**config.mk**
```make
export PLATFORM = sky130hd
export DESIGN_NAME = nvf_back
export DESIGN_NICKNAME = d
export VERILOG_FILES = /design/src/hw/rtl/nvf_pkg.sv /design/src/hw/rtl/nvf_back.sv
export SDC_FILE = /design/constraint.sdc
export NUM_CORES = 1
export LEC_CHECK = 0
export ABC_CLOCK_PERIOD_IN_PS = 2900
export BUFFER_PORTS_ARGS = -buffer_cell sky130_fd_sc_hd__buf_2
export CAP_MARGIN = 0
export CORE_MARGIN = 2
export CORE_UTILIZATION = 30
export CTS_CLUSTER_DIAMETER = 30
export DETAILED_ROUTE_END_ITERATION = 12
export PLACE_DENSITY = 0.55
export SLEW_MARGIN = 30
export SYNTH_ARGS = -nofsm -noshare
export SYNTH_HDL_FRONTEND = slang
export SYNTH_SLANG_ARGS = --single-unit
```
**constraint.sdc**
```tcl
create_clock -name clock -period 2.9 [get_ports clock]
set_input_delay 0.29 -clock clock [delete_from_list [all_inputs] [get_ports clock]]
set_output_delay 0.29 -clock clock [all_outputs]
set_load 0.03 [all_outputs]
```
**src/hw/rtl/nvf_pkg.sv**
```systemverilog
// ----------------------------------------------------------------------------
// nvf_pkg: shared types and constants of the NVF mask block
// Payload structs of the request and response channels, register indexes
// of the control port and the status bundle of the result queue.
// ----------------------------------------------------------------------------
package nvf_pkg;

   // Pixel and fraction widths.
   localparam int PIX_W        = 8;
   localparam int FRAC_W       = 16;

   // Control registers.
   localparam int CSR_IDX_W    = 2;
   localparam int CSR_DATA_W   = 16;
   localparam int WIDTH_REG_W  = 11;
   localparam int HEIGHT_REG_W = 13;
   localparam int RESET_WIDTH  = 512;
   localparam int RESET_HEIGHT = 512;
   localparam int MAX_HEIGHT   = 4096;

   localparam logic [CSR_IDX_W-1:0] CSR_IMAGE_WIDTH  = 2'd0;
   localparam logic [CSR_IDX_W-1:0] CSR_IMAGE_HEIGHT = 2'd1;

   // Request word.
   typedef struct packed {
      logic             opcode;
      logic [PIX_W-1:0] pixel;
   } req_type;

   // Response word.
   typedef struct packed {
      logic [FRAC_W-1:0] mask_value;
      logic              frame_last;
   } rsp_type;

   // Queue status seen by the front and the back.
   typedef struct packed {
      logic full;
      logic empty;
   } fifo_status_type;

endpackage

```
**src/hw/rtl/nvf_back.sv**
```systemverilog
// ----------------------------------------------------------------------------
// nvf_back: restoring divider and output register
// Computes floor(2^16 * N / (N + D)) one quotient bit per cycle.
// ----------------------------------------------------------------------------
module nvf_back #(
   parameter int WINDOW = 3,
   parameter int NUM_W  = 28
) (
   input  logic                     clock,
   input  logic                     reset,
   input  nvf_pkg::fifo_status_type fifo_status,
   output logic                     pop,
   input  logic [NUM_W:0]           pop_data,
   output logic                     rsp_valid,
   input  logic                     rsp_ready,
   output nvf_pkg::rsp_type         rsp_data
);

   localparam int NPIX = WINDOW * WINDOW;
   localparam int FW   = nvf_pkg::FRAC_W;
   localparam int KW   = $clog2(FW + 1);
   localparam int DW   = NUM_W + 1;

   logic             busy_ff;
   logic [KW-1:0]    cnt_ff;
   logic [DW-1:0]    rem_ff;
   logic [DW-1:0]    den_ff;
   logic [FW-1:0]    quo_ff;
   logic             last_ff;
   logic             rsp_valid_ff;
   nvf_pkg::rsp_type rsp_ff;
   logic [DW:0]      rem_shift;
   logic             fits;
   logic             done;
   logic             load_out;

   assign pop       = !busy_ff && !fifo_status.empty;
   assign rem_shift = {rem_ff, 1'b0};
   assign fits      = (rem_shift >= (DW + 1)'(den_ff));
   assign done      = busy_ff && (cnt_ff == KW'(FW));
   assign load_out  = done && (!rsp_valid_ff || rsp_ready);

   // Divider control.
   always_ff @(posedge clock) begin
      if (reset) begin
         busy_ff <= 1'b0;
         cnt_ff  <= '0;
      end else if (pop) begin
         busy_ff <= 1'b1;
         cnt_ff  <= '0;
      end else if (load_out) begin
         busy_ff <= 1'b0;
      end else if (busy_ff && !done) begin
         cnt_ff <= cnt_ff + KW'(1);
      end
   end

   // Divider datapath; the remainder stays below the divisor.
   always_ff @(posedge clock) begin
      if (pop) begin
         rem_ff  <= DW'(pop_data[NUM_W-1:0]);
         den_ff  <= DW'(pop_data[NUM_W-1:0]) + DW'(NPIX * (NPIX - 1));
         last_ff <= pop_data[NUM_W];
         quo_ff  <= '0;
      end else if (busy_ff && !done) begin
         rem_ff <= fits ? DW'(rem_shift - (DW + 1)'(den_ff)) : DW'(rem_shift);
         quo_ff <= {quo_ff[FW-2:0], fits};
      end
   end

   // Output register.
   always_ff @(posedge clock) begin
      if (reset) begin
         rsp_valid_ff <= 1'b0;
      end else if (load_out) begin
         rsp_valid_ff <= 1'b1;
      end else if (rsp_ready) begin
         rsp_valid_ff <= 1'b0;
      end
   end

   always_ff @(posedge clock) begin
      if (load_out) begin
         rsp_ff.mask_value <= quo_ff;
         rsp_ff.frame_last <= last_ff;
      end
   end

   assign rsp_valid = rsp_valid_ff;
   assign rsp_data  = rsp_ff;

endmodule
```
==> results of run 1 <==
-- cells in the final DEF (no fill, tap or decap), drive strengths merged, types with 5 or more instances in the layout --
cell / synthesis / routed
buf: 3 / 122
edfxtp: 75 / 75
a21oi: 55 / 55
inv: 40 / 44
nor2: 41 / 41
nand2: 34 / 34
ha: 32 / 32
xnor2: 31 / 31
dfxtp: 24 / 24
mux2i: 24 / 24
xor2: 19 / 19
nand3: 19 / 19
a22o: 15 / 15
o21ai: 14 / 14
nor3: 12 / 12
and3: 11 / 11
nand2b: 10 / 10
clkbuf: 12 / 9
a21o: 7 / 7
nor2b: 5 / 5
nand4: 5 / 5
-- repair_timing --
item                       in CTS  in global routing
pin swaps                       5                  9
resized for setup              14                 25
cloned                          1                  1
setup endpoints to repair      27                 28
hold buffers                    0                  0
buffers inserted                6                 10
-- metal layers --
metal	GRT usage	part of all wire	vias up
met4	0.0426	0.017	0
met2	0.219	0.48	65
met3	0.0287	0.029	15
met5	0	0	-
li1	-	-	2187
met1	0.165	0.48	2031
-- registers in the layout, indices dropped and copies added (netlist names) --
| signal | cells |
|---|---|
| rsp_valid | 1 |
| rsp_data | 17 |
| rem_ff | 29 |
| cnt_ff | 5 |
| quo_ff | 16 |
| busy_ff | 1 |
| den_ff | 29 |
| last_ff | 1 |
-- power groups by stage --
| stage | logic [uW] | registers, uW | clock network [uW] |
|---|---|---|---|
| global route | 4150 | 2080 | 1290 |
| CTS | 3510 | 2040 | 1240 |
| global placement | 3230 | 2060 | 0 |
| floorplan | 2340 | 2030 | 0 |
| detailed placement | 3270 | 2070 | 0 |
| finish | 3780 | 2050 | 1200 |
-- cell type report --
cell class | count | area, um2
fill | 1863 | 11400
multi-input combinational | 383 | 2980
sequential | 99 | 2730
timing repair buffer | 122 | 828
tap | 234 | 293
clock buffer | 9 | 225
inverter | 40 | 150
clock inverter | 7 | 68.8
-- worst paths after layout --
path	from	end	slack, ns	depth (start not counted)
max	rem_ff[0]$_DFFE_PP_	rem_ff[26]$_DFFE_PP_	-0.11	13
min	pop_data[28]	last_ff$_DFFE_PP_	0.10	1
max reg2reg	rem_ff[0]$_DFFE_PP_	rem_ff[26]$_DFFE_PP_	-0.11	13
min reg2reg	last_ff$_DFFE_PP_	rsp_data[0]$_DFFE_PP_	0.44	0
-- metrics by stage --
step / setup TNS (ns) / hold WS (ns) / setup WS [ns] / std cells
final: -0.851 / 0.102 / -0.115 / 894
after global placement: -2.16 / 0.418 / -0.167 / 861
after global routing: -4.56 / 0.0854 / -0.218 / 894
after floorplan: -1.96 / 0.359 / -0.0979 / 537
after detailed placement: -3.17 / 0.417 / -0.197 / 861
after CTS: -0.399 / 0.0872 / -0.122 / 884
-- logic make-up (layout without fill, tap and decap cells) --
logic type | after synthesis | in the layout | share of synthesized area
AOI/OAI and AO/OA | 127 | 127 | 0.158
adders and majority gates | 33 | 33 | 0.0741
muxes | 24 | 24 | 0.0423
xor gates and xnor gates | 50 | 50 | 0.0772
and+or+nand+nor | 149 | 149 | 0.127
buffers and inverters | 55 | 178 | 0.0403
DFF | 99 | 99 | 0.481
==> flow_metrics.env, run 1 <==
export IMPL_slew_violations=0
export IMPL_wl_per_cell_um=14.1
export IMPL_first_iter_violations=271
export IMPL_ir_worst_vdd_mv=0.307
export IMPL_slowest_delay_ns=0.52
export IMPL_synth_top_cell_by_area="edfxtp_1"
export IMPL_pwr_share_comb=0.538
export IMPL_syn_inst=537
export IMPL_hold_viol=0
export IMPL_yosys_warnings=0
export IMPL_arrival_ns=3.25
export IMPL_violations="setup timing"
export IMPL_syn_nets=604
export IMPL_cp_required_ns=3.14
export IMPL_port_buffers=51
export IMPL_clockBufferDepth=2
export IMPL_coreArea_um2=18600
export IMPL_critical_path_class="register to register"
export IMPL_sw_frac_of_total=0.370
export IMPL_leakage_uw=0.00290
export IMPL_synth_seq_area_share=0.481
export IMPL_num_rows=50
export IMPL_p_seq_frac=0.291
export IMPL_p_int_uw=4420
export IMPL_startpoint_type="register"
export IMPL_ant_nets=0
export IMPL_clock_sinks=99
export IMPL_total_power_uw=7020
export IMPL_diodes=0
export IMPL_path_delay_family="compound AO/OA/AOI/OAI gates"
export IMPL_fmax_ghz=0.332
export IMPL_die_w_um=142
export IMPL_status="finished, violations left"
export IMPL_via_per_inst=4.81
export IMPL_synth_edff_count=75
export IMPL_die_height_um=142
export IMPL_cts_buffers=9
export IMPL_cts_reportedPaths_clkPinSlew_ns=0.07
export IMPL_final_util=0.390
export IMPL_crit_path_end_kind="register"
export IMPL_synth_top_area_frac=0.397
export IMPL_setup_slack_ns=-0.115
export IMPL_path_buf_inv=3
export IMPL_cp_max_fo=14
export IMPL_clk_latency_ns=0.36
export IMPL_postLayoutCellArea_um2=7280
export IMPL_slowest_stage="or4_4"
export IMPL_ys_types=55
export IMPL_ys_flop_type="edfxtp_1"
export IMPL_p_sw_uw=2600
export IMPL_drive_gt1_frac=0.279
export IMPL_slew_headroom=0.488
export IMPL_grt_antenna_before_repair=0
export IMPL_tightest_slew_ns=0.769
export IMPL_synth_common_cells="edfxtp_1, a21oi_1, nor2_1"
export IMPL_syn_avg_cell_area_um2=10.6
export IMPL_dp_hpwl_mm=8.81
export IMPL_grt_first_pass_wirelength_mm=20.8
export IMPL_hp_class="input port to register"
export IMPL_yosysMostFrequentCell="edfxtp_1"
export IMPL_synth_top_cells_by_area="edfxtp_1, dfxtp_1, ha_1"
export IMPL_htree_levels=3
export IMPL_overflow=0
export IMPL_fin_skew_ns=0.00572
export IMPL_cts_root_buf="clkbuf_16"
export IMPL_path_cells="inv_2 > fa_2 > nand2b_4 > a21oi_4 > o2111ai_4 > o211ai_4 > a211oi_4 > o2111ai_2 > a311oi_4 > buf_6 > buf_12 > or4_4 > nand3_2"
export IMPL_clkPwrFrac=0.171
export IMPL_grt_usage=0.130
export IMPL_grt_max_degree=50
export IMPL_powerDensity_nw_per_um2=965
export IMPL_setup_viol=23
export IMPL_first_global_vias=4336
export IMPL_drv_cap=0
export IMPL_rsz0062_at_grt="yes"
export IMPL_period_needed_ns=3.01
export IMPL_place_congestion=0.817
export IMPL_routed_wl_mm=12.6
export IMPL_dieArea_um2=20000
export IMPL_drt_first_pass_iters=4
export IMPL_ys_ff_latch=99
export IMPL_initial_core_util=0.304
export IMPL_syn_to_final_growth_pct=28.3
export IMPL_fin_crit_sh=1.04
export IMPL_async_reset_ff_frac=0
export IMPL_io_pins=53
export IMPL_placed_area_um2=6700
export IMPL_cts_tree="built"
export IMPL_fin_nets=722
export IMPL_drcViolationCount=0
export IMPL_synth_area_um2=5680
export IMPL_vias=4298
Power figures use the tool's default switching activity.
==> run 2: changes to the inputs <==
CORE_UTILIZATION = 40   (was 30)
GPL_TIMING_DRIVEN = 0   (was not set)
PLACE_DENSITY = 0.67   (was 0.55)
==> flow_metrics.env, run 2 (synthesis gave the netlist of run 1 again) <==
export IMPL_status="finished, violations left"
export IMPL_violations="setup timing"
export IMPL_diodes=0
export IMPL_fin_skew_ns=0.00583
export IMPL_path_delay_family="compound AO/OA/AOI/OAI gates"
export IMPL_wl_per_cell_um=15.2
export IMPL_drcViolationCount=0
export IMPL_slowest_stage="edfxtp_1"
export IMPL_arrival_ns=3.13
export IMPL_drt_met1_wl_mm=5.75
export IMPL_syn_to_final_growth_pct=22.8
export IMPL_drive_gt1_frac=0.228
export IMPL_place_congestion=0.868
export IMPL_dp_hpwl_mm=8.52
export IMPL_clk_latency_ns=0.36
export IMPL_fillers=1288
export IMPL_hold_depth=1
export IMPL_top_layer="met4"
export IMPL_final_cell_mix="edfxtp_1, a21oi_1, buf_2, nor2_1, inv_1"
export IMPL_leakage_uw=0.00272
export IMPL_htree_levels=3
export IMPL_routed_wl_mm=12.3
export IMPL_dieArea_um2=15200
export IMPL_setup_slack_ns=-0.127
export IMPL_seqCellArea_um2=2730
export IMPL_grt_antenna_before_repair=0
export IMPL_holdWs_ns=0.107
export IMPL_powerDensity_nw_per_um2=970
export IMPL_setup_viol=25
export IMPL_initial_core_util=0.409
export IMPL_clock_sinks=99
export IMPL_path_cells="ha_4 > o211ai_2 > a21oi_4 > o2111ai_4 > o211ai_4 > a211oi_4 > o2111ai_2 > a311oi_4 > buf_6 > buf_6 > buf_6 > nor4_2 > a211o_1"
export IMPL_grt_usage=0.170
export IMPL_port_buffers=51
export IMPL_fin_nets=690
export IMPL_drv_cap=0
export IMPL_fin_crit_sh=1.04
export IMPL_coreArea_um2=13900
export IMPL_num_rows=43
export IMPL_mostFrequentLayoutCell="edfxtp_1"
export IMPL_slew_headroom=0.532
export IMPL_crit_path_end_kind="register"
export IMPL_die_w_um=123
export IMPL_vias=4246
export IMPL_die_height_um=123
export IMPL_period_needed_ns=3.03
export IMPL_routed_wl_met2_mm=5.83
export IMPL_final_util=0.502
export IMPL_hold_viol=0
export IMPL_overflow=0
export IMPL_rr_worst_depth=13
export IMPL_rr_endpoint="rem_ff[9]$_DFFE_PP_"
export IMPL_fmax_ghz=0.330
export IMPL_ant_nets=0
export IMPL_via_per_inst=5.25
export IMPL_rrSetupSlack_ns=-0.13
export IMPL_critical_path_class="register to register"
export IMPL_first_global_vias=4198
export IMPL_tightest_slew_ns=0.702
export IMPL_cp_required_ns=3.00
export IMPL_cts_tree="built"
export IMPL_io_pins=53
export IMPL_multi_input_area_um2=3000
export IMPL_first_iter_violations=211
export IMPL_hold_start="pop_data[28]"
export IMPL_clockBufferDepth=2
export IMPL_total_power_uw=6760
export IMPL_grt_first_pass_wirelength_mm=20.0
export IMPL_wl_met3_um=512
export IMPL_fin_setup_tns_ns=-1.10
export IMPL_cp_max_fo=4
export IMPL_startpoint_type="register"
export IMPL_cts_hold_buf=0
export IMPL_path_buf_inv=3
export IMPL_grt_max_degree=41
export IMPL_cts_reportedPaths_clkPinSlew_ns=0.07
export IMPL_hp_class="input port to register"
export IMPL_cts_root_buf="clkbuf_16"
export IMPL_ir_worst_vdd_mv=0.640
export IMPL_hold_end="last_ff$_DFFE_PP_"
export IMPL_rr_startpoint="rem_ff[2]$_DFFE_PP_"
export IMPL_cts_buffers=9
export IMPL_crit_top_cell="buf_6"
export IMPL_slew_violations=0
export IMPL_slowest_delay_ns=0.43
export IMPL_rsz0062_at_grt="yes"
export IMPL_drt_first_pass_iters=4
## run 2: final cells by class
type / count / area share
Clock inverter: 7 / 0.00862
Timing Repair Buffer: 78 / 0.0738
Inverter: 40 / 0.0219
Sequential cell: 99 / 0.392
Tap cell: 180 / 0.0323
Clock buffer: 9 / 0.0323
Buffer: 12 / 0.00862
Multi-Input combinational cell: 383 / 0.430
## run 2: metrics by stage
step / instances / worst slack [ns] / instance area, um2
2_1_floorplan: 537 / -0.0979 / 5800
3_3_place_gp: 768 / -0.653 / 6280
3_5_place_dp: 768 / -0.674 / 6290
4_1_cts: 805 / -0.189 / 6840
5_1_grt: 808 / -0.198 / 6970
6_report: 808 / -0.127 / 6970
## run 2: where the power goes
group | switching (uW) | internal (uW) | leakage (uW)
clock network | 565 | 597 | 0.000137
registers | 186 | 1870 | 0.000890
logic | 1770 | 1770 | 0.00169
total | 2520 | 4240 | 0.00272
## run 2: worst max path at each step
| stage | cells after the start | start | slack [ns] | end |
|---|---|---|---|---|
| floorplan | 11 | rem_ff[4]$_DFFE_PP_ | -0.1 | rem_ff[10]$_DFFE_PP_ |
| global route | 13 | rem_ff[2]$_DFFE_PP_ | -0.20 | rem_ff[9]$_DFFE_PP_ |
| global placement | 5 | busy_ff$_SDFFE_PP0P_ | -0.65 | pop |
| CTS | 12 | den_ff[1]$_DFFE_PP_ | -0.19 | rem_ff[9]$_DFFE_PP_ |
| detailed placement | 12 | rem_ff[0]$_DFFE_PP_ | -0.67 | rem_ff[14]$_DFFE_PP_ |
| finish | 13 | rem_ff[2]$_DFFE_PP_ | -0.13 | rem_ff[9]$_DFFE_PP_ |
## run 2: routing by layer
| layer | vias to the layer above | GRT usage |
|---|---|---|
| met4 | 0 | 0.0625 |
| li1 | 2124 | - |
| met5 | - | 0 |
| met2 | 80 | 0.277 |
| met3 | 15 | 0.0360 |
| met1 | 2027 | 0.225 |
## run 2: repair_timing
| action | 4_1_cts | 5_1_grt |
|---|---|---|
| setup endpoints to repair | 30 | 57 |
| resized for setup | 28 | 27 |
| pin swaps | 13 | 9 |
| buffers inserted | 19 | 8 |
| gates cloned | 2 | 0 |
==> run 3: changes to the inputs <==
CAP_MARGIN = not set   (was 0)
TNS_END_PERCENT = 20   (was not set)
==> flow_metrics.env, run 3 (synthesis gave the netlist of run 1 again) <==
export IMPL_status="finished, violations left"
export IMPL_violations="setup timing"
export IMPL_crit_path_end_kind="register"
export IMPL_slew_violations=0
export IMPL_clkPwrFrac=0.172
export IMPL_final_util=0.502
export IMPL_hold_depth=1
export IMPL_diodes=0
export IMPL_drive_gt1_frac=0.225
export IMPL_num_rows=43
export IMPL_wl_per_cell_um=15.2
export IMPL_ir_worst_vdd_mv=0.628
export IMPL_path_delay_family="compound AO/OA/AOI/OAI gates"
export IMPL_crit_top_cell="buf_6"
export IMPL_fmax_ghz=0.327
export IMPL_startpoint_type="register"
export IMPL_path_cells="inv_2 > fa_2 > nand2b_4 > a21oi_4 > o2111ai_4 > o211ai_4 > a211oi_4 > o2111ai_2 > a311oi_4 > buf_6 > buf_4 > buf_6 > or4_4 > nand3_2"
export IMPL_p_seq_frac=0.305
export IMPL_rsz0062_at_grt="yes"
export IMPL_arrival_ns=3.29
export IMPL_first_global_vias=4188
export IMPL_drcViolationCount=0
export IMPL_ant_nets=0
export IMPL_hold_start="pop_data[28]"
export IMPL_p_int_uw=4220
export IMPL_setup_viol=27
export IMPL_clockBufferDepth=2
export IMPL_cp_max_fo=3
export IMPL_die_w_um=123
export IMPL_cts_hold_buf=0
export IMPL_powerDensity_nw_per_um2=968
export IMPL_port_buffers=51
export IMPL_fin_nets=690
export IMPL_die_height_um=123
export IMPL_pwr_share_comb=0.522
export IMPL_hold_end="last_ff$_DFFE_PP_"
export IMPL_fillers=1289
export IMPL_routed_wl_mm=12.3
export IMPL_cts_root_buf="clkbuf_16"
export IMPL_dieArea_um2=15200
export IMPL_slew_headroom=0.517
export IMPL_path_buf_inv=4
export IMPL_initial_core_util=0.409
export IMPL_clk_latency_ns=0.36
export IMPL_p_sw_uw=2520
export IMPL_first_iter_violations=249
export IMPL_leakage_uw=0.00272
export IMPL_hp_class="input port to register"
export IMPL_cts_reportedPaths_clkPinSlew_ns=0.07
export IMPL_final_cell_mix="edfxtp_1, a21oi_1, buf_2, nor2_1, inv_1"
export IMPL_place_ws_ns=-0.674
export IMPL_fin_crit_sh=1.06
export IMPL_critical_path_class="register to register"
export IMPL_setup_slack_ns=-0.162
export IMPL_rr_endpoint="rem_ff[26]$_DFFE_PP_"
export IMPL_sw_frac_of_total=0.374
export IMPL_hold_viol=0
export IMPL_dp_hpwl_mm=8.52
export IMPL_drv_cap=0
export IMPL_grt_first_pass_wirelength_mm=20.0
export IMPL_fin_skew_ns=0.00579
export IMPL_rrSetupSlack_ns=-0.16
export IMPL_via_per_inst=5.29
export IMPL_overflow=0
export IMPL_cp_required_ns=3.13
export IMPL_io_pins=53
export IMPL_coreArea_um2=13900
export IMPL_slowest_delay_ns=0.42
export IMPL_period_needed_ns=3.06
export IMPL_grt_antenna_before_repair=0
export IMPL_cts_buffers=9
export IMPL_slowest_stage="or4_4"
export IMPL_drt_first_pass_iters=4
export IMPL_vias=4278
export IMPL_cts_tree="built"
export IMPL_mostFrequentLayoutCell="edfxtp_1"
export IMPL_place_congestion=0.868
export IMPL_htree_levels=3
export IMPL_grt_usage=0.170
export IMPL_rr_startpoint="rem_ff[0]$_DFFE_PP_"
export IMPL_grt_max_degree=41
export IMPL_syn_to_final_growth_pct=22.7
export IMPL_clock_sinks=99
export IMPL_rr_worst_depth=14
export IMPL_tightest_slew_ns=0.723
run 3: layout make-up:
type	instances	area, um2	share of cell area
Inverter	40	150	0.0216
Tap cell	180	225	0.0323
Clock buffer	9	225	0.0323
Buffer	12	60.1	0.00863
Sequential cell	99	2730	0.392
Timing Repair Buffer	78	510	0.0733
Multi-Input combinational cell	383	3000	0.431
Clock inverter	7	60.1	0.00863
run 3: power by group through the flow:
stage | combinational [uW] | sequential, uW | clock [uW]
3_5_place_dp | 2860 | 2070 | 0
4_1_cts | 3250 | 2040 | 1190
3_3_place_gp | 2810 | 2060 | 0
2_1_floorplan | 2340 | 2030 | 0
5_1_grt | 3860 | 2090 | 1250
6_report | 3520 | 2060 | 1160
run 3: metal layers:
metal	track usage	part of all wire	up-vias
met3	0.0360	0.044	20
met1	0.225	0.46	2046
met2	0.277	0.47	90
met5	0	0	-
li1	-	-	2122
met4	0.0625	0.018	0
run 3: metrics by stage:
step / TNS (ns) / cell area, um2 / power [uW] / cells / hold slack (ns)
2_1_floorplan: -1.96 / 5800 / 4370 / 537 / 0.359
5_1_grt: -6.15 / 6960 / 7200 / 808 / 0.102
3_3_place_gp: -29.13 / 6280 / 4870 / 768 / 0.412
6_report: -1.83 / 6960 / 6740 / 808 / 0.106
4_1_cts: -3.33 / 6810 / 6490 / 804 / 0.0931
3_5_place_dp: -16.98 / 6290 / 4940 / 768 / 0.431
run 3: what timing repair did:
item | in CTS | in global routing
gates cloned | 2 | 0
pin swaps | 13 | 9
gates resized for setup | 23 | 28
endpoints found under the setup margin | 30 | 57
hold endpoints to repair | 0 | 0
buffers inserted | 18 | 8
run 3: worst max-delay path by stage:
| stage | startpoint | end | depth (start not counted) |
|---|---|---|---|
| 2_1_floorplan | rem_ff[4]$_DFFE_PP_ | rem_ff[10]$_DFFE_PP_ | 11 |
| 3_3_place_gp | busy_ff$_SDFFE_PP0P_ | pop | 5 |
| 3_5_place_dp | rem_ff[0]$_DFFE_PP_ | rem_ff[14]$_DFFE_PP_ | 12 |
| 4_1_cts | den_ff[1]$_DFFE_PP_ | rem_ff[9]$_DFFE_PP_ | 12 |
| 5_1_grt | rem_ff[0]$_DFFE_PP_ | rem_ff[26]$_DFFE_PP_ | 14 |
| 6_report | rem_ff[0]$_DFFE_PP_ | rem_ff[26]$_DFFE_PP_ | 14 |
