File: src/hw/rtl/nvf_pkg.sv
// ----------------------------------------------------------------------------
// nvf_pkg: shared types and constants of the NVF mask block
// Payload structs of the request and response channels, register indexes
// of the control port and the status bundle of the result queue.
// ----------------------------------------------------------------------------
package nvf_pkg;

   // Pixel and fraction widths.
   localparam int PIX_W        = 8;
   localparam int FRAC_W       = 16;

   // Control registers.
   localparam int CSR_IDX_W    = 2;
   localparam int CSR_DATA_W   = 16;
   localparam int WIDTH_REG_W  = 11;
   localparam int HEIGHT_REG_W = 13;
   localparam int RESET_WIDTH  = 512;
   localparam int RESET_HEIGHT = 512;
   localparam int MAX_HEIGHT   = 4096;

   localparam logic [CSR_IDX_W-1:0] CSR_IMAGE_WIDTH  = 2'd0;
   localparam logic [CSR_IDX_W-1:0] CSR_IMAGE_HEIGHT = 2'd1;

   // Request word.
   typedef struct packed {
      logic             opcode;
      logic [PIX_W-1:0] pixel;
   } req_type;

   // Response word.
   typedef struct packed {
      logic [FRAC_W-1:0] mask_value;
      logic              frame_last;
   } rsp_type;

   // Queue status seen by the front and the back.
   typedef struct packed {
      logic full;
      logic empty;
   } fifo_status_type;

endpackage

File: src/hw/rtl/nvf_fifo.sv
// ----------------------------------------------------------------------------
// nvf_fifo: short queue between the window front and the divider back
// Register-based, first word fall-through.
// ----------------------------------------------------------------------------
module nvf_fifo #(
   parameter int WIDTH = 29,
   parameter int DEPTH = 4
) (
   input  logic                     clock,
   input  logic                     reset,
   input  logic                     push,
   input  logic [WIDTH-1:0]         push_data,
   input  logic                     pop,
   output logic [WIDTH-1:0]         pop_data,
   output nvf_pkg::fifo_status_type status
);

   localparam int PW = $clog2(DEPTH);
   localparam int CW = $clog2(DEPTH + 1);

   logic [WIDTH-1:0] entry_ff [DEPTH];
   logic [PW-1:0]    wr_ptr_ff, wr_ptr_in;
   logic [PW-1:0]    rd_ptr_ff, rd_ptr_in;
   logic [CW-1:0]    count_ff, count_in;

   // Pointer and fill count updates.
   always_comb begin
      wr_ptr_in = wr_ptr_ff;
      rd_ptr_in = rd_ptr_ff;
      count_in  = count_ff;
      if (push) begin
         wr_ptr_in = (wr_ptr_ff == PW'(DEPTH - 1)) ? '0 : wr_ptr_ff + PW'(1);
      end
      if (pop) begin
         rd_ptr_in = (rd_ptr_ff == PW'(DEPTH - 1)) ? '0 : rd_ptr_ff + PW'(1);
      end
      if (push && !pop) begin
         count_in = count_ff + CW'(1);
      end else if (pop && !push) begin
         count_in = count_ff - CW'(1);
      end
   end

   always_ff @(posedge clock) begin
      if (reset) begin
         wr_ptr_ff <= '0;
         rd_ptr_ff <= '0;
         count_ff  <= '0;
      end else begin
         wr_ptr_ff <= wr_ptr_in;
         rd_ptr_ff <= rd_ptr_in;
         count_ff  <= count_in;
      end
   end

   // Entry storage.
   always_ff @(posedge clock) begin
      if (push) begin
         entry_ff[wr_ptr_ff] <= push_data;
      end
   end

   assign pop_data     = entry_ff[rd_ptr_ff];
   assign status.full  = (count_ff == CW'(DEPTH));
   assign status.empty = (count_ff == '0);

endmodule

File: config.mk
export PLATFORM = sky130hd
export DESIGN_NAME = nvf_fifo
export DESIGN_NICKNAME = d
export VERILOG_FILES = /design/src/hw/rtl/nvf_pkg.sv /design/src/hw/rtl/nvf_fifo.sv
export SDC_FILE = /design/constraint.sdc
export NUM_CORES = 1
export LEC_CHECK = 0
export BUFFER_PORTS_ARGS = -buffer_cell sky130_fd_sc_hd__buf_2
export CAP_MARGIN = 20
export CORE_MARGIN = 2
export CORE_UTILIZATION = 55
export CTS_CLUSTER_SIZE = 14
export DETAILED_ROUTE_END_ITERATION = 6
export HOLD_SLACK_MARGIN = 0.06
export PLACE_DENSITY_LB_ADDON = 0.2
export SLEW_MARGIN = 20
export SYNTH_ARGS = -nofsm -noshare
export SYNTH_HDL_FRONTEND = slang
export SYNTH_SLANG_ARGS = --single-unit
File: constraint.sdc
create_clock -name clock -period 5.8 [get_ports clock]
set_clock_uncertainty 0.2 [all_clocks]
set_input_delay 0.87 -clock clock [delete_from_list [all_inputs] [get_ports clock]]
set_output_delay 0.87 -clock clock [all_outputs]
set_load 0.01 [all_outputs]
==> results of run 1 <==
## power by group through the flow
stage               clock network (W)  registers [W]  logic [W]
floorplan                           0        0.00106   0.000109
global placement                    0        0.00107   0.000166
global route                 0.000972        0.00106   0.000182
detailed placement                  0        0.00107   0.000168
finish                       0.000917        0.00105   0.000165
CTS                          0.000927        0.00105   0.000169
## final cells by class
cell class | instances | area [sq um] | share of cell area [%]
Clock buffer | 17 | 414.1 | 7.423
Clock inverter | 15 | 116.4 | 2.086
Inverter | 4 | 15.01 | 0.2691
Multi-Input combinational cell | 60 | 907.1 | 16.26
Sequential cell | 125 | 3665 | 65.69
Tap cell | 105 | 131.4 | 2.355
Timing Repair Buffer | 65 | 330.3 | 5.921
## sequential cells by signal (all words and copies together) (netlist names), named ones only
name	flops
entry_ff	116
rd_ptr_ff	2
wr_ptr_ff	2
count_ff	3
## worst min path at each step
stage               depth (start not counted)                startpoint                         to
floorplan                                   2  count_ff[2]$_SDFFE_PP0P_   count_ff[2]$_SDFFE_PP0P_
finish                                      2  count_ff[2]$_SDFFE_PP0P_   count_ff[2]$_SDFFE_PP0P_
global route                                1             push_data[12]  entry_ff[0][12]$_DFFE_PP_
global placement                            2  count_ff[2]$_SDFFE_PP0P_   count_ff[2]$_SDFFE_PP0P_
CTS                                         2  count_ff[2]$_SDFFE_PP0P_   count_ff[2]$_SDFFE_PP0P_
detailed placement                          2  count_ff[2]$_SDFFE_PP0P_   count_ff[2]$_SDFFE_PP0P_
## placed cells by master, fill, tap and decap left out, drive strengths merged, types with 2 or more instances in the layout
cell type	netlist	final
edfxtp	116	116
buf	5	65
mux4	29	29
clkbuf	1	17
dfxtp	9	9
inv	4	8
nor2	7	7
ha	6	6
clkinv	0	6
clkinvlp	0	5
and2	4	4
mux2i	4	4
nor3b	2	2
xor2	2	2
a21oi	2	2
## per-layer routing
layer  vias to the layer above  share of wire [%]  routed length (um)  track usage [%]
met4                         0                2.1                 153            8.571
li1                        975                  -                   -                -
met1                      1083                 43                3172            22.57
met3                        15                4.7                 353            6.186
met5                         -                  0                   0                0
met2                        64                 51                3772            29.49
## stage by stage
stage	std cells	hold slack (ns)	util, %	power, W	instance area, sq um
2_1_floorplan	195	0.2603	-	0.001169	4633
3_3_place_gp	359	0.2952	61.75	0.001234	5049
3_5_place_dp	359	0.3113	61.75	0.001238	5049
4_1_cts	391	0.3188	68.24	0.002148	5579
5_1_grt	391	0.3460	68.24	0.002209	5579
6_report	391	0.3093	68.24	0.002133	5579
## critical path, stage by stage (launching register included)
cell                      delay [ns]
sky130_fd_sc_hd__dfxtp_2        0.62
sky130_fd_sc_hd__buf_4          0.42
sky130_fd_sc_hd__mux4_2         0.56
sky130_fd_sc_hd__buf_2          0.16
## logic make-up (layout without fill, tap and decap cells)
kind of cell,count (synthesis),in the layout,share of synthesized area [%]
AO/OA/AOI/OAI,3,3,0.3240
AND/OR/NAND/NOR,15,15,1.674
XOR/XNOR,2,2,0.3781
adder cells (fa/ha/maj),7,7,2.052
buffers and inverters,10,101,1.458
multiplexers,33,33,15.04
flip-flops,125,125,79.07
==> impl_metrics.sql, run 1 <==
INSERT INTO impl_metrics (metric_group, metric, value, unit) VALUES
('drt', 'drt-vias-per-instance', '5.465', ''),
('setup_path', 'critical_path.startpoint_type', 'register', ''),
('layout', 'finish.net_count', '313', ''),
('clocking', 'tritoncts_clock_tree', 'built', ''),
('clocking', 'cts_resized', '0', ''),
('logic_synthesis', 'syn-cell-area', '0.004633', 'sq mm'),
('setup_path', 'timing.rr.end', 'entry_ff[3][22]$_DFFE_PP_', ''),
('drt', 'wl_per_cell', '19.06', 'um'),
('clocking', 'clock_sinks', '125', ''),
('logic_synthesis', 'synth.most_common_cell', 'sky130_fd_sc_hd__edfxtp_1', ''),
('drt', 'detail_route.wirelength', '7451', 'um'),
('logic_synthesis', 'post-synth-top-area-fraction', '75.18', '%'),
('power_and_ir_drop', 'power-per-cell-area', '382.3', 'mW/mm^2'),
('layout', 'layout-area-overhead-vs-synth', '20.42', '%'),
('timing', 'final_max_slew_viol_count', '0', ''),
('layout', 'layout.filler_cells', '525', ''),
('worst_hold_path', 'min-delay-path-class', 'reg2reg', ''),
('power_and_ir_drop', 'combinationalPowerShare', '7.7', '%'),
('die', 'io_pins', '64', ''),
('grt', 'grt_remaining_overflow', '0', ''),
('placement', 'placement.io_buffers', '63', ''),
('logic_synthesis', 'ys_top_cells_by_area', 'sky130_fd_sc_hd__edfxtp_1, sky130_fd_sc_hd__mux4_2, sky130_fd_sc_hd__dfxtp_1, sky130_fd_sc_hd__ha_1, sky130_fd_sc_hd__mux2i_1', ''),
('logic_synthesis', 'synth.cells.most_frequent', 'sky130_fd_sc_hd__edfxtp_1, sky130_fd_sc_hd__mux4_2, sky130_fd_sc_hd__dfxtp_1, sky130_fd_sc_hd__nor2_1, sky130_fd_sc_hd__ha_1', ''),
('setup_path', 'worst_ep_arrival_time', '2.28', 'ns'),
('placement', 'dp_worst_setup_slack', '2.920', 'ns'),
('logic_synthesis', 'ys_dominant_reg_cell', 'sky130_fd_sc_hd__edfxtp_1', ''),
('grt', 'antenna_found_initial', '0', ''),
('grt', 'grt.total_usage', '18.31', '%'),
('clocking', 'cts-hold-fix-buffers', '0', ''),
('clocking', 'cts_made_buffers', '17', ''),
('power_and_ir_drop', 'vdd_ir_drop_max', '0.2781', 'mV'),
('clocking', 'cts.root.buffer_cell', 'sky130_fd_sc_hd__clkbuf_8', ''),
('drt', 'detail_route.first_pass.iterations', '4', ''),
('grt', 'largest_net_degree_at_the_start_of_global_routing', '30', ''),
('setup_path', 'rr_startpoint', 'wr_ptr_ff[0]$_SDFFE_PP0P_', ''),
('setup_path', 'reg2reg_depth', '2', ''),
('setup_path', 'critPathCapture', 'pop_data[5]', ''),
('timing', 'setup_viol', '0', ''),
('setup_path', 'ff2ff_setup_slack', '3.96', 'ns'),
('placement', 'dp_hpwl', '4377', 'um'),
('clocking', 'insertion_delay_to_the_later_sink_of_the_worst_skew_pair', '0.51', 'ns'),
('die', 'die_h', '95.78', 'um'),
('power_and_ir_drop', 'power.static_leakage', '1.947', 'nW'),
('setup_path', 'crit_required', '4.73', 'ns'),
('power_and_ir_drop', 'power.share.sequential', '49.3', '%'),
('die', 'die_x', '95.78', 'um'),
('run_status', 'run_status', 'complete, no violations', ''),
('logic_synthesis', 'syn-instance-count', '195', ''),
('power_and_ir_drop', 'clockPowerShare', '43.0', '%'),
('power_and_ir_drop', 'switching_share', '23.14', '%'),
('die', 'core.rowCount', '33', ''),
('grt', 'first_global_vias', '2192', ''),
('drt', 'route.vias.total', '2137', ''),
('timing', 'final_hold_viol_count', '0', ''),
('timing', 'slew-limit-headroom', '46.55', '%'),
('logic_synthesis', 'async_reset_ff_share', '0', '%'),
('logic_synthesis', 'postSynthNetCount', '235', ''),
('logic_synthesis', 'yosys_warnings', '0', ''),
('grt', 'grt_first_pass_wirelength', '11590', 'um'),
('setup_path', 'critPathMaxFanout', '17', ''),
('clocking', 'cts.repair_timing.setup_buffer_count', '0', ''),
('logic_synthesis', 'synth_largest_area_cell', 'sky130_fd_sc_hd__edfxtp_1', ''),
('timing', 'post-route-worst-setup-slack', '2.451', 'ns'),
('flow_run', 'cap_violations', '0', ''),
('timing', 'final_min_period_over_clock_period', '57.74', '%'),
('clocking', 'clk_transition_reported_paths', '0.06', 'ns'),
('placement', 'gp_congestion', '0.6563', ''),
('drt', 'drc_errors', '0', ''),
('clocking', 'htree_num_levels', '4', ''),
('layout', 'fraction_of_layout_cells_with_a_size_suffix_above_1', '45.10', '%'),
('timing', 'setup-tns-final', '0', 'ns');
(Power assumes the default switching activity.)
==> run 2, diff against run 1 <==
- CORE_UTILIZATION: 55 -> 51
- clock period: 5.8 -> 2.92 ns (I/O delays scaled with it)
==> run 2 against run 1 <==
Effect of this change:
- clock power up 140%
- critical path type unchanged
- sequential power up 99%
- power up 120%
- critical endpoint is now pop_data[10]
- first-iteration DRC count down 1.3%
- sequential share of layout area down 4.8 points
- die area up 7.5%
==> impl_metrics.sql, run 2 (synthesis results as in run 1) <==
INSERT INTO impl_metrics (metric_group, metric, value, unit) VALUES
('run_status', 'run_status', 'complete, no violations', ''),
('timing', 'grt_setup_unrepaired', 'false', ''),
('layout', 'largest_reg_flops', '116', ''),
('timing', 'final_hold_viol_count', '0', ''),
('timing', 'max_slew.worst_pin.slew', '0.8018', 'ns'),
('clocking', 'cts_made_buffers', '17', ''),
('drt', 'drt_iter0_drc', '150', ''),
('clocking', 'clk_transition_reported_paths', '0.06', 'ns'),
('placement', 'placement.io_buffers', '63', ''),
('clocking', 'clk_path_buf_depth', '2', ''),
('setup_path', 'crit_required', '2.28', 'ns'),
('setup_path', 'worst_ep_arrival_time', '1.99', 'ns'),
('layout', 'final_core_utilization', '68.63', '%'),
('drt', 'detail_route.wirelength', '7873', 'um'),
('setup_path', 'setup.worst_path.class', 'reg2out', ''),
('layout', 'fraction_of_layout_cells_with_a_size_suffix_above_1', '39.75', '%'),
('grt', 'grt.total_usage', '17.07', '%'),
('power_and_ir_drop', 'power.static_leakage', '2.140', 'nW'),
('power_and_ir_drop', 'power-per-cell-area', '781.3', 'mW/mm^2'),
('grt', 'first_global_vias', '2381', ''),
('placement', 'gp_congestion', '0.6980', ''),
('grt', 'grt_remaining_overflow', '0', ''),
('drt', 'drt-vias-per-instance', '5.273', ''),
('flow_run', 'cap_violations', '0', ''),
('clocking', 'htree_num_levels', '4', ''),
('placement', 'dp_hpwl', '4521', 'um'),
('layout', 'mostFrequentLayoutCell', 'sky130_fd_sc_hd__edfxtp_1', ''),
('drt', 'route.vias.total', '2241', ''),
('die', 'floorplan.die_area', '0.009863', 'sq mm'),
('layout', 'layout-area-overhead-vs-synth', '29.81', '%'),
('worst_hold_path', 'min-delay-path-class', 'in2reg', ''),
('drt', 'wl_per_cell', '18.52', 'um'),
('setup_path', 'critical_path.startpoint_type', 'register', ''),
('timing', 'final_max_slew_viol_count', '0', ''),
('layout', 'largest_register', 'entry_ff', ''),
('setup_path', 'critical_path.endpoint_type', 'primary output', ''),
('layout', 'insertedDiodeCount', '0', ''),
('layout', 'multi_input_logic_area', '907.1', 'sq um'),
('layout', 'reg_top3', 'entry_ff x116, count_ff x3', ''),
('setup_path', 'critPathMaxFanout', '23', ''),
('clocking', 'cts.root.buffer_cell', 'sky130_fd_sc_hd__clkbuf_8', ''),
('drt', 'drc_errors', '0', ''),
('timing', 'setup-tns-final', '0', 'ns'),
('timing', 'clock.fmax', '0.3802', 'GHz'),
('die', 'floorplan.core_area', '0.008763', 'sq mm'),
('layout', 'register_area', '0.003665', 'sq mm'),
('power_and_ir_drop', 'vdd_ir_drop_max', '0.4577', 'mV'),
('clocking', 'cts.repair_timing.setup_buffer_count', '0', ''),
('die', 'die_x', '99.32', 'um'),
('timing', 'final_min_period_over_clock_period', '90.07', '%'),
('layout', 'finish.net_count', '344', ''),
('grt', 'antenna_found_initial', '0', ''),
('timing', 'final_period_minus_worst_setup_slack', '2.630', 'ns'),
('die', 'core.rowCount', '34', ''),
('clocking', 'clock_sinks', '125', ''),
('drt', 'drt.antenna.violating_nets', '0', ''),
('timing', 'setup_viol', '0', ''),
('drt', 'detail_route.first_pass.iterations', '4', ''),
('grt', 'largest_net_degree_at_the_start_of_global_routing', '30', ''),
('die', 'io_pins', '64', ''),
('setup_path', 'ff2ff_setup_slack', '1.08', 'ns'),
('die', 'initial_core_util', '52.87', '%'),
('die', 'die_h', '99.32', 'um'),
('clocking', 'insertion_delay_to_the_later_sink_of_the_worst_skew_pair', '0.49', 'ns'),
('grt', 'grt_first_pass_wirelength', '12210', 'um'),
('layout', 'mostFrequentLayoutCells', 'sky130_fd_sc_hd__edfxtp_1, sky130_fd_sc_hd__buf_2, sky130_fd_sc_hd__dlygate4sd3_1', ''),
('layout', 'layout.filler_cells', '554', ''),
('clocking', 'tritoncts_clock_tree', 'built', ''),
('timing', 'slew-limit-headroom', '46.55', '%');
==> run 2: path summary, 6_finish.rpt <==
path	endpoint	from	cells after the start
worst min-delay path	wr_ptr_ff[0]$_SDFFE_PP0P_	push	3
worst min register to register	count_ff[2]$_SDFFE_PP0P_	count_ff[2]$_SDFFE_PP0P_	2
worst max-delay path	pop_data[10]	register	3
worst max register to register	entry_ff[3][5]$_DFFE_PP_	wr_ptr_ff[0]$_SDFFE_PP0P_	2
==> run 2: through the flow <==
step / instance area [sq um] / worst slack, ns / hold WS [ns] / cells / power, W
6_report: 6015 / 0.2899 / 0.08332 / 425 / 0.004699
5_1_grt: 6015 / 0.1778 / 0.1034 / 425 / 0.004856
4_1_cts: 6015 / 0.2234 / 0.07005 / 425 / 0.004744
3_5_place_dp: 5072 / 0.7569 / 0.2992 / 363 / 0.002466
3_3_place_gp: 5072 / 0.7722 / 0.2799 / 363 / 0.002454
2_1_floorplan: 4633 / 1.020 / 0.2603 / 195 / 0.002322
==> run 2: power breakdown <==
group	total (W)	internal [W]	switching, W
Clock	0.00224	0.00155	0.000697
Sequential	0.00209	0.00205	0.0000366
Combinational	0.000367	0.000187	0.000180
Total	0.00470	0.00379	0.000913
==> run 2: worst max-delay path: stages, from the launching register on <==
cell and delay [ns]:
sky130_fd_sc_hd__dfxtp_2 0.49, sky130_fd_sc_hd__buf_12 0.26, sky130_fd_sc_hd__mux4_1 0.59, sky130_fd_sc_hd__buf_2 0.16
==> run 2: metal layers <==
metal / up-vias / routed length (um) / global-route usage [%]
met4: 0 / 56 / 6.006
met1: 1139 / 3385 / 21.69
li1: 1034 / - / -
met5: - / 0 / 0
met3: 5 / 388 / 5.481
met2: 63 / 4042 / 28.07
==> run 2: layout make-up <==
cell class | instances | share of cell area (%)
clock buffer | 19 | 7.011
clock inverter | 13 | 3.661
inverter | 4 | 0.2496
multi-input combinational | 60 | 15.08
sequential | 125 | 60.93
tap | 108 | 2.247
timing repair buffer | 96 | 10.82
==> run 2: timing repair <==
item,4_1_cts,5_1_grt
hold endpoints to repair,125,0
gates resized for setup,0,0
hold buffers,30,0
==> run 3, diff against run 2 <==
- clock period: 2.92 -> 2.4 ns (I/O delays scaled with it)
==> run 3 against run 2 <==
Effect of this change:
- cell area up 0.79%
- worst setup slack got worse by 0.21 ns
- via count grew 0.85%
- sequential cell count stayed put
- worst hold slack better by 0.23 ns
- sequential power grew 21%
- combinational power increased by 27%
- sequential share of layout area down 0.44 points
- critical endpoint unchanged
- largest cell class unchanged
- highest routed layer unchanged
==> impl_metrics.sql, run 3 (synthesis results as in run 1) <==
INSERT INTO impl_metrics (metric_group, metric, value, unit) VALUES
('die', 'initial_core_util', '52.87', '%'),
('setup_path', 'setup.worst_path.class', 'reg2out', ''),
('timing', 'final_max_slew_viol_count', '0', ''),
('worst_hold_path', 'min_delay_path_depth', '2', ''),
('grt', 'grt_first_pass_wirelength', '12160', 'um'),
('grt', 'antenna_found_initial', '0', ''),
('grt', 'grt.total_usage', '16.75', '%'),
('die', 'floorplan.core_area', '0.008763', 'sq mm'),
('setup_path', 'rr_startpoint', 'wr_ptr_ff[0]$_SDFFE_PP0P_', ''),
('timing', 'clock.fmax', '0.4309', 'GHz'),
('layout', 'largest_reg_flops', '116', ''),
('layout', 'mostFrequentLayoutCell', 'sky130_fd_sc_hd__edfxtp_1', ''),
('clocking', 'clk_transition_reported_paths', '0.05', 'ns'),
('timing', 'grt_setup_unrepaired', 'false', ''),
('run_status', 'run_status', 'complete, no violations', ''),
('power_and_ir_drop', 'power.static_leakage', '2.168', 'nW'),
('setup_path', 'worst_path_largest_cell_delay', '0.55', 'ns'),
('layout', 'largest_register', 'entry_ff', ''),
('clocking', 'insertion_delay_to_the_later_sink_of_the_worst_skew_pair', '0.50', 'ns'),
('layout', 'reg_top3', 'entry_ff x116, count_ff x3', ''),
('timing', 'setup-tns-final', '0', 'ns'),
('timing', 'post-route-worst-setup-slack', '0.07902', 'ns'),
('power_and_ir_drop', 'vdd_ir_drop_max', '0.5085', 'mV'),
('clocking', 'htree_num_levels', '4', ''),
('die', 'die_x', '99.32', 'um'),
('drt', 'route.vias.total', '2260', ''),
('drt', 'wl_per_cell', '17.76', 'um'),
('setup_path', 'ff2ff_setup_slack', '0.63', 'ns'),
('placement', 'dp_hpwl', '4471', 'um'),
('worst_hold_path', 'min-delay-path-class', 'reg2reg', ''),
('timing', 'max_slew.worst_pin.slew', '0.4422', 'ns'),
('setup_path', 'worst_ep_arrival_time', '1.76', 'ns'),
('setup_path', 'reg2reg_depth', '3', ''),
('layout', 'finish.net_count', '352', ''),
('placement', 'dp_worst_setup_slack', '0.3839', 'ns'),
('clocking', 'cts.root.buffer_cell', 'sky130_fd_sc_hd__clkbuf_8', ''),
('layout', 'insertedDiodeCount', '0', ''),
('grt', 'grt_remaining_overflow', '0', ''),
('setup_path', 'slowest_stage', 'sky130_fd_sc_hd__mux4_1', ''),
('die', 'io_pins', '64', ''),
('drt', 'drt_iter0_drc', '167', ''),
('grt', 'largest_net_degree_at_the_start_of_global_routing', '30', ''),
('layout', 'mostFrequentLayoutCells', 'sky130_fd_sc_hd__edfxtp_1, sky130_fd_sc_hd__buf_2, sky130_fd_sc_hd__dlygate4sd3_1', ''),
('clocking', 'tritoncts_clock_tree', 'built', ''),
('setup_path', 'path_buf_inv', '2', ''),
('timing', 'final_min_period_over_clock_period', '96.71', '%'),
('timing', 'final_period_minus_worst_setup_slack', '2.321', 'ns'),
('timing', 'setup_viol', '0', ''),
('power_and_ir_drop', 'design_power_total', '0.005578', 'W'),
('clocking', 'clk_path_buf_depth', '2', ''),
('setup_path', 'critical_path.endpoint_type', 'primary output', ''),
('setup_path', 'crit_family', 'multiplexers', ''),
('setup_path', 'critical_path.cell_chain', 'buf_8 -> mux4_1 -> buf_2', ''),
('timing', 'slew-limit-headroom', '70.52', '%'),
('worst_hold_path', 'holdCritStartpoint', 'count_ff[2]$_SDFFE_PP0P_', ''),
('die', 'die_h', '99.32', 'um'),
('clocking', 'cts_made_buffers', '17', ''),
('die', 'core.rowCount', '34', ''),
('layout', 'layout-area-overhead-vs-synth', '30.84', '%'),
('drt', 'drc_errors', '0', ''),
('die', 'floorplan.die_area', '0.009863', 'sq mm'),
('placement', 'gp_congestion', '0.6959', ''),
('clocking', 'cts.repair_timing.setup_buffer_count', '0', ''),
('timing', 'final_hold_viol_count', '0', ''),
('placement', 'placement.io_buffers', '63', ''),
('layout', 'fraction_of_layout_cells_with_a_size_suffix_above_1', '41.54', '%'),
('power_and_ir_drop', 'power-per-cell-area', '920.1', 'mW/mm^2'),
('clocking', 'clock_sinks', '125', ''),
('setup_path', 'critPathMaxFanout', '12', ''),
('setup_path', 'critical_path.startpoint_type', 'register', ''),
('grt', 'first_global_vias', '2445', ''),
('setup_path', 'timing.rr.end', 'entry_ff[3][28]$_DFFE_PP_', ''),
('drt', 'drt-vias-per-instance', '5.219', ''),
('setup_path', 'crit_required', '1.84', 'ns'),
('worst_hold_path', 'min_to', 'count_ff[2]$_SDFFE_PP0P_', ''),
('drt', 'detail_route.wirelength', '7692', 'um'),
('drt', 'detail_route.first_pass.iterations', '4', ''),
('drt', 'drt.antenna.violating_nets', '0', ''),
('flow_run', 'cap_violations', '0', '');
-- run 3: tightest hold or removal path: stages (launching register included) --
cell and delay, ns:
sky130_fd_sc_hd__dfxtp_1 0.33, sky130_fd_sc_hd__o21ai_0 0.08, sky130_fd_sc_hd__a21oi_1 0.06
-- run 3: metal layers --
layer | wire (um) | track usage, % | vias to the layer above
met5 | 0 | 0 | -
met4 | 133 | 6.112 | 0
met3 | 313 | 5.903 | 12
met2 | 3798 | 26.56 | 57
met1 | 3447 | 21.73 | 1135
li1 | - | - | 1056
-- run 3: power by group --
group	total [W]	switching [W]	internal (W)
Combinational	0.000467	0.000229	0.000237
Sequential	0.00253	0.0000350	0.00249
Clock	0.00258	0.000849	0.00173
Total	0.00558	0.00111	0.00446
-- run 3: stage by stage --
| stage | cell area [sq um] | utilization (%) | std cells | hold WS [ns] |
|---|---|---|---|---|
| 2_1_floorplan | 4633 | - | 195 | 0.2291 |
| 3_3_place_gp | 5117 | 58.40 | 369 | 0.2939 |
| 3_5_place_dp | 5117 | 58.40 | 369 | 0.3029 |
| 4_1_cts | 6056 | 69.10 | 433 | 0.3111 |
| 5_1_grt | 6062 | 69.17 | 433 | 0.3435 |
| 6_report | 6062 | 69.17 | 433 | 0.3103 |
-- run 3: worst max path at each step --
stage / start / endpoint / slack, ns / cells past startpoint
global placement: pop / count_ff[2]$_SDFFE_PP0P_ / 0.42 / 8
detailed placement: push / count_ff[2]$_SDFFE_PP0P_ / 0.38 / 7
global route: register / pop_data[10] / 0.005 / 3
finish: register / pop_data[10] / 0.08 / 3
floorplan: wr_ptr_ff[0]$_SDFFE_PP0P_ / entry_ff[3][0]$_DFFE_PP_ / 0.54 / 2
CTS: register / pop_data[10] / 0.006 / 3
-- run 3: area by class of cell --
| cell class | instances | area, sq um |
|---|---|---|
| well taps | 108 | 135.1 |
| flip-flops and latches | 125 | 3667 |
| multi-input cells | 60 | 907.1 |
| clock buffers | 21 | 449.2 |
| inverters | 4 | 15.01 |
| repair buffers | 104 | 723.2 |
| clock inverters | 11 | 165.2 |
| fillers | 556 | 2701 |
-- run 3: timing repair --
| action | 4_1_cts | 5_1_grt |
|---|---|---|
| setup endpoints to repair | 9 | 3 |
| hold buffers | 32 | 0 |
| gates resized for setup | 1 | 2 |
| hold endpoints to repair | 125 | 0 |
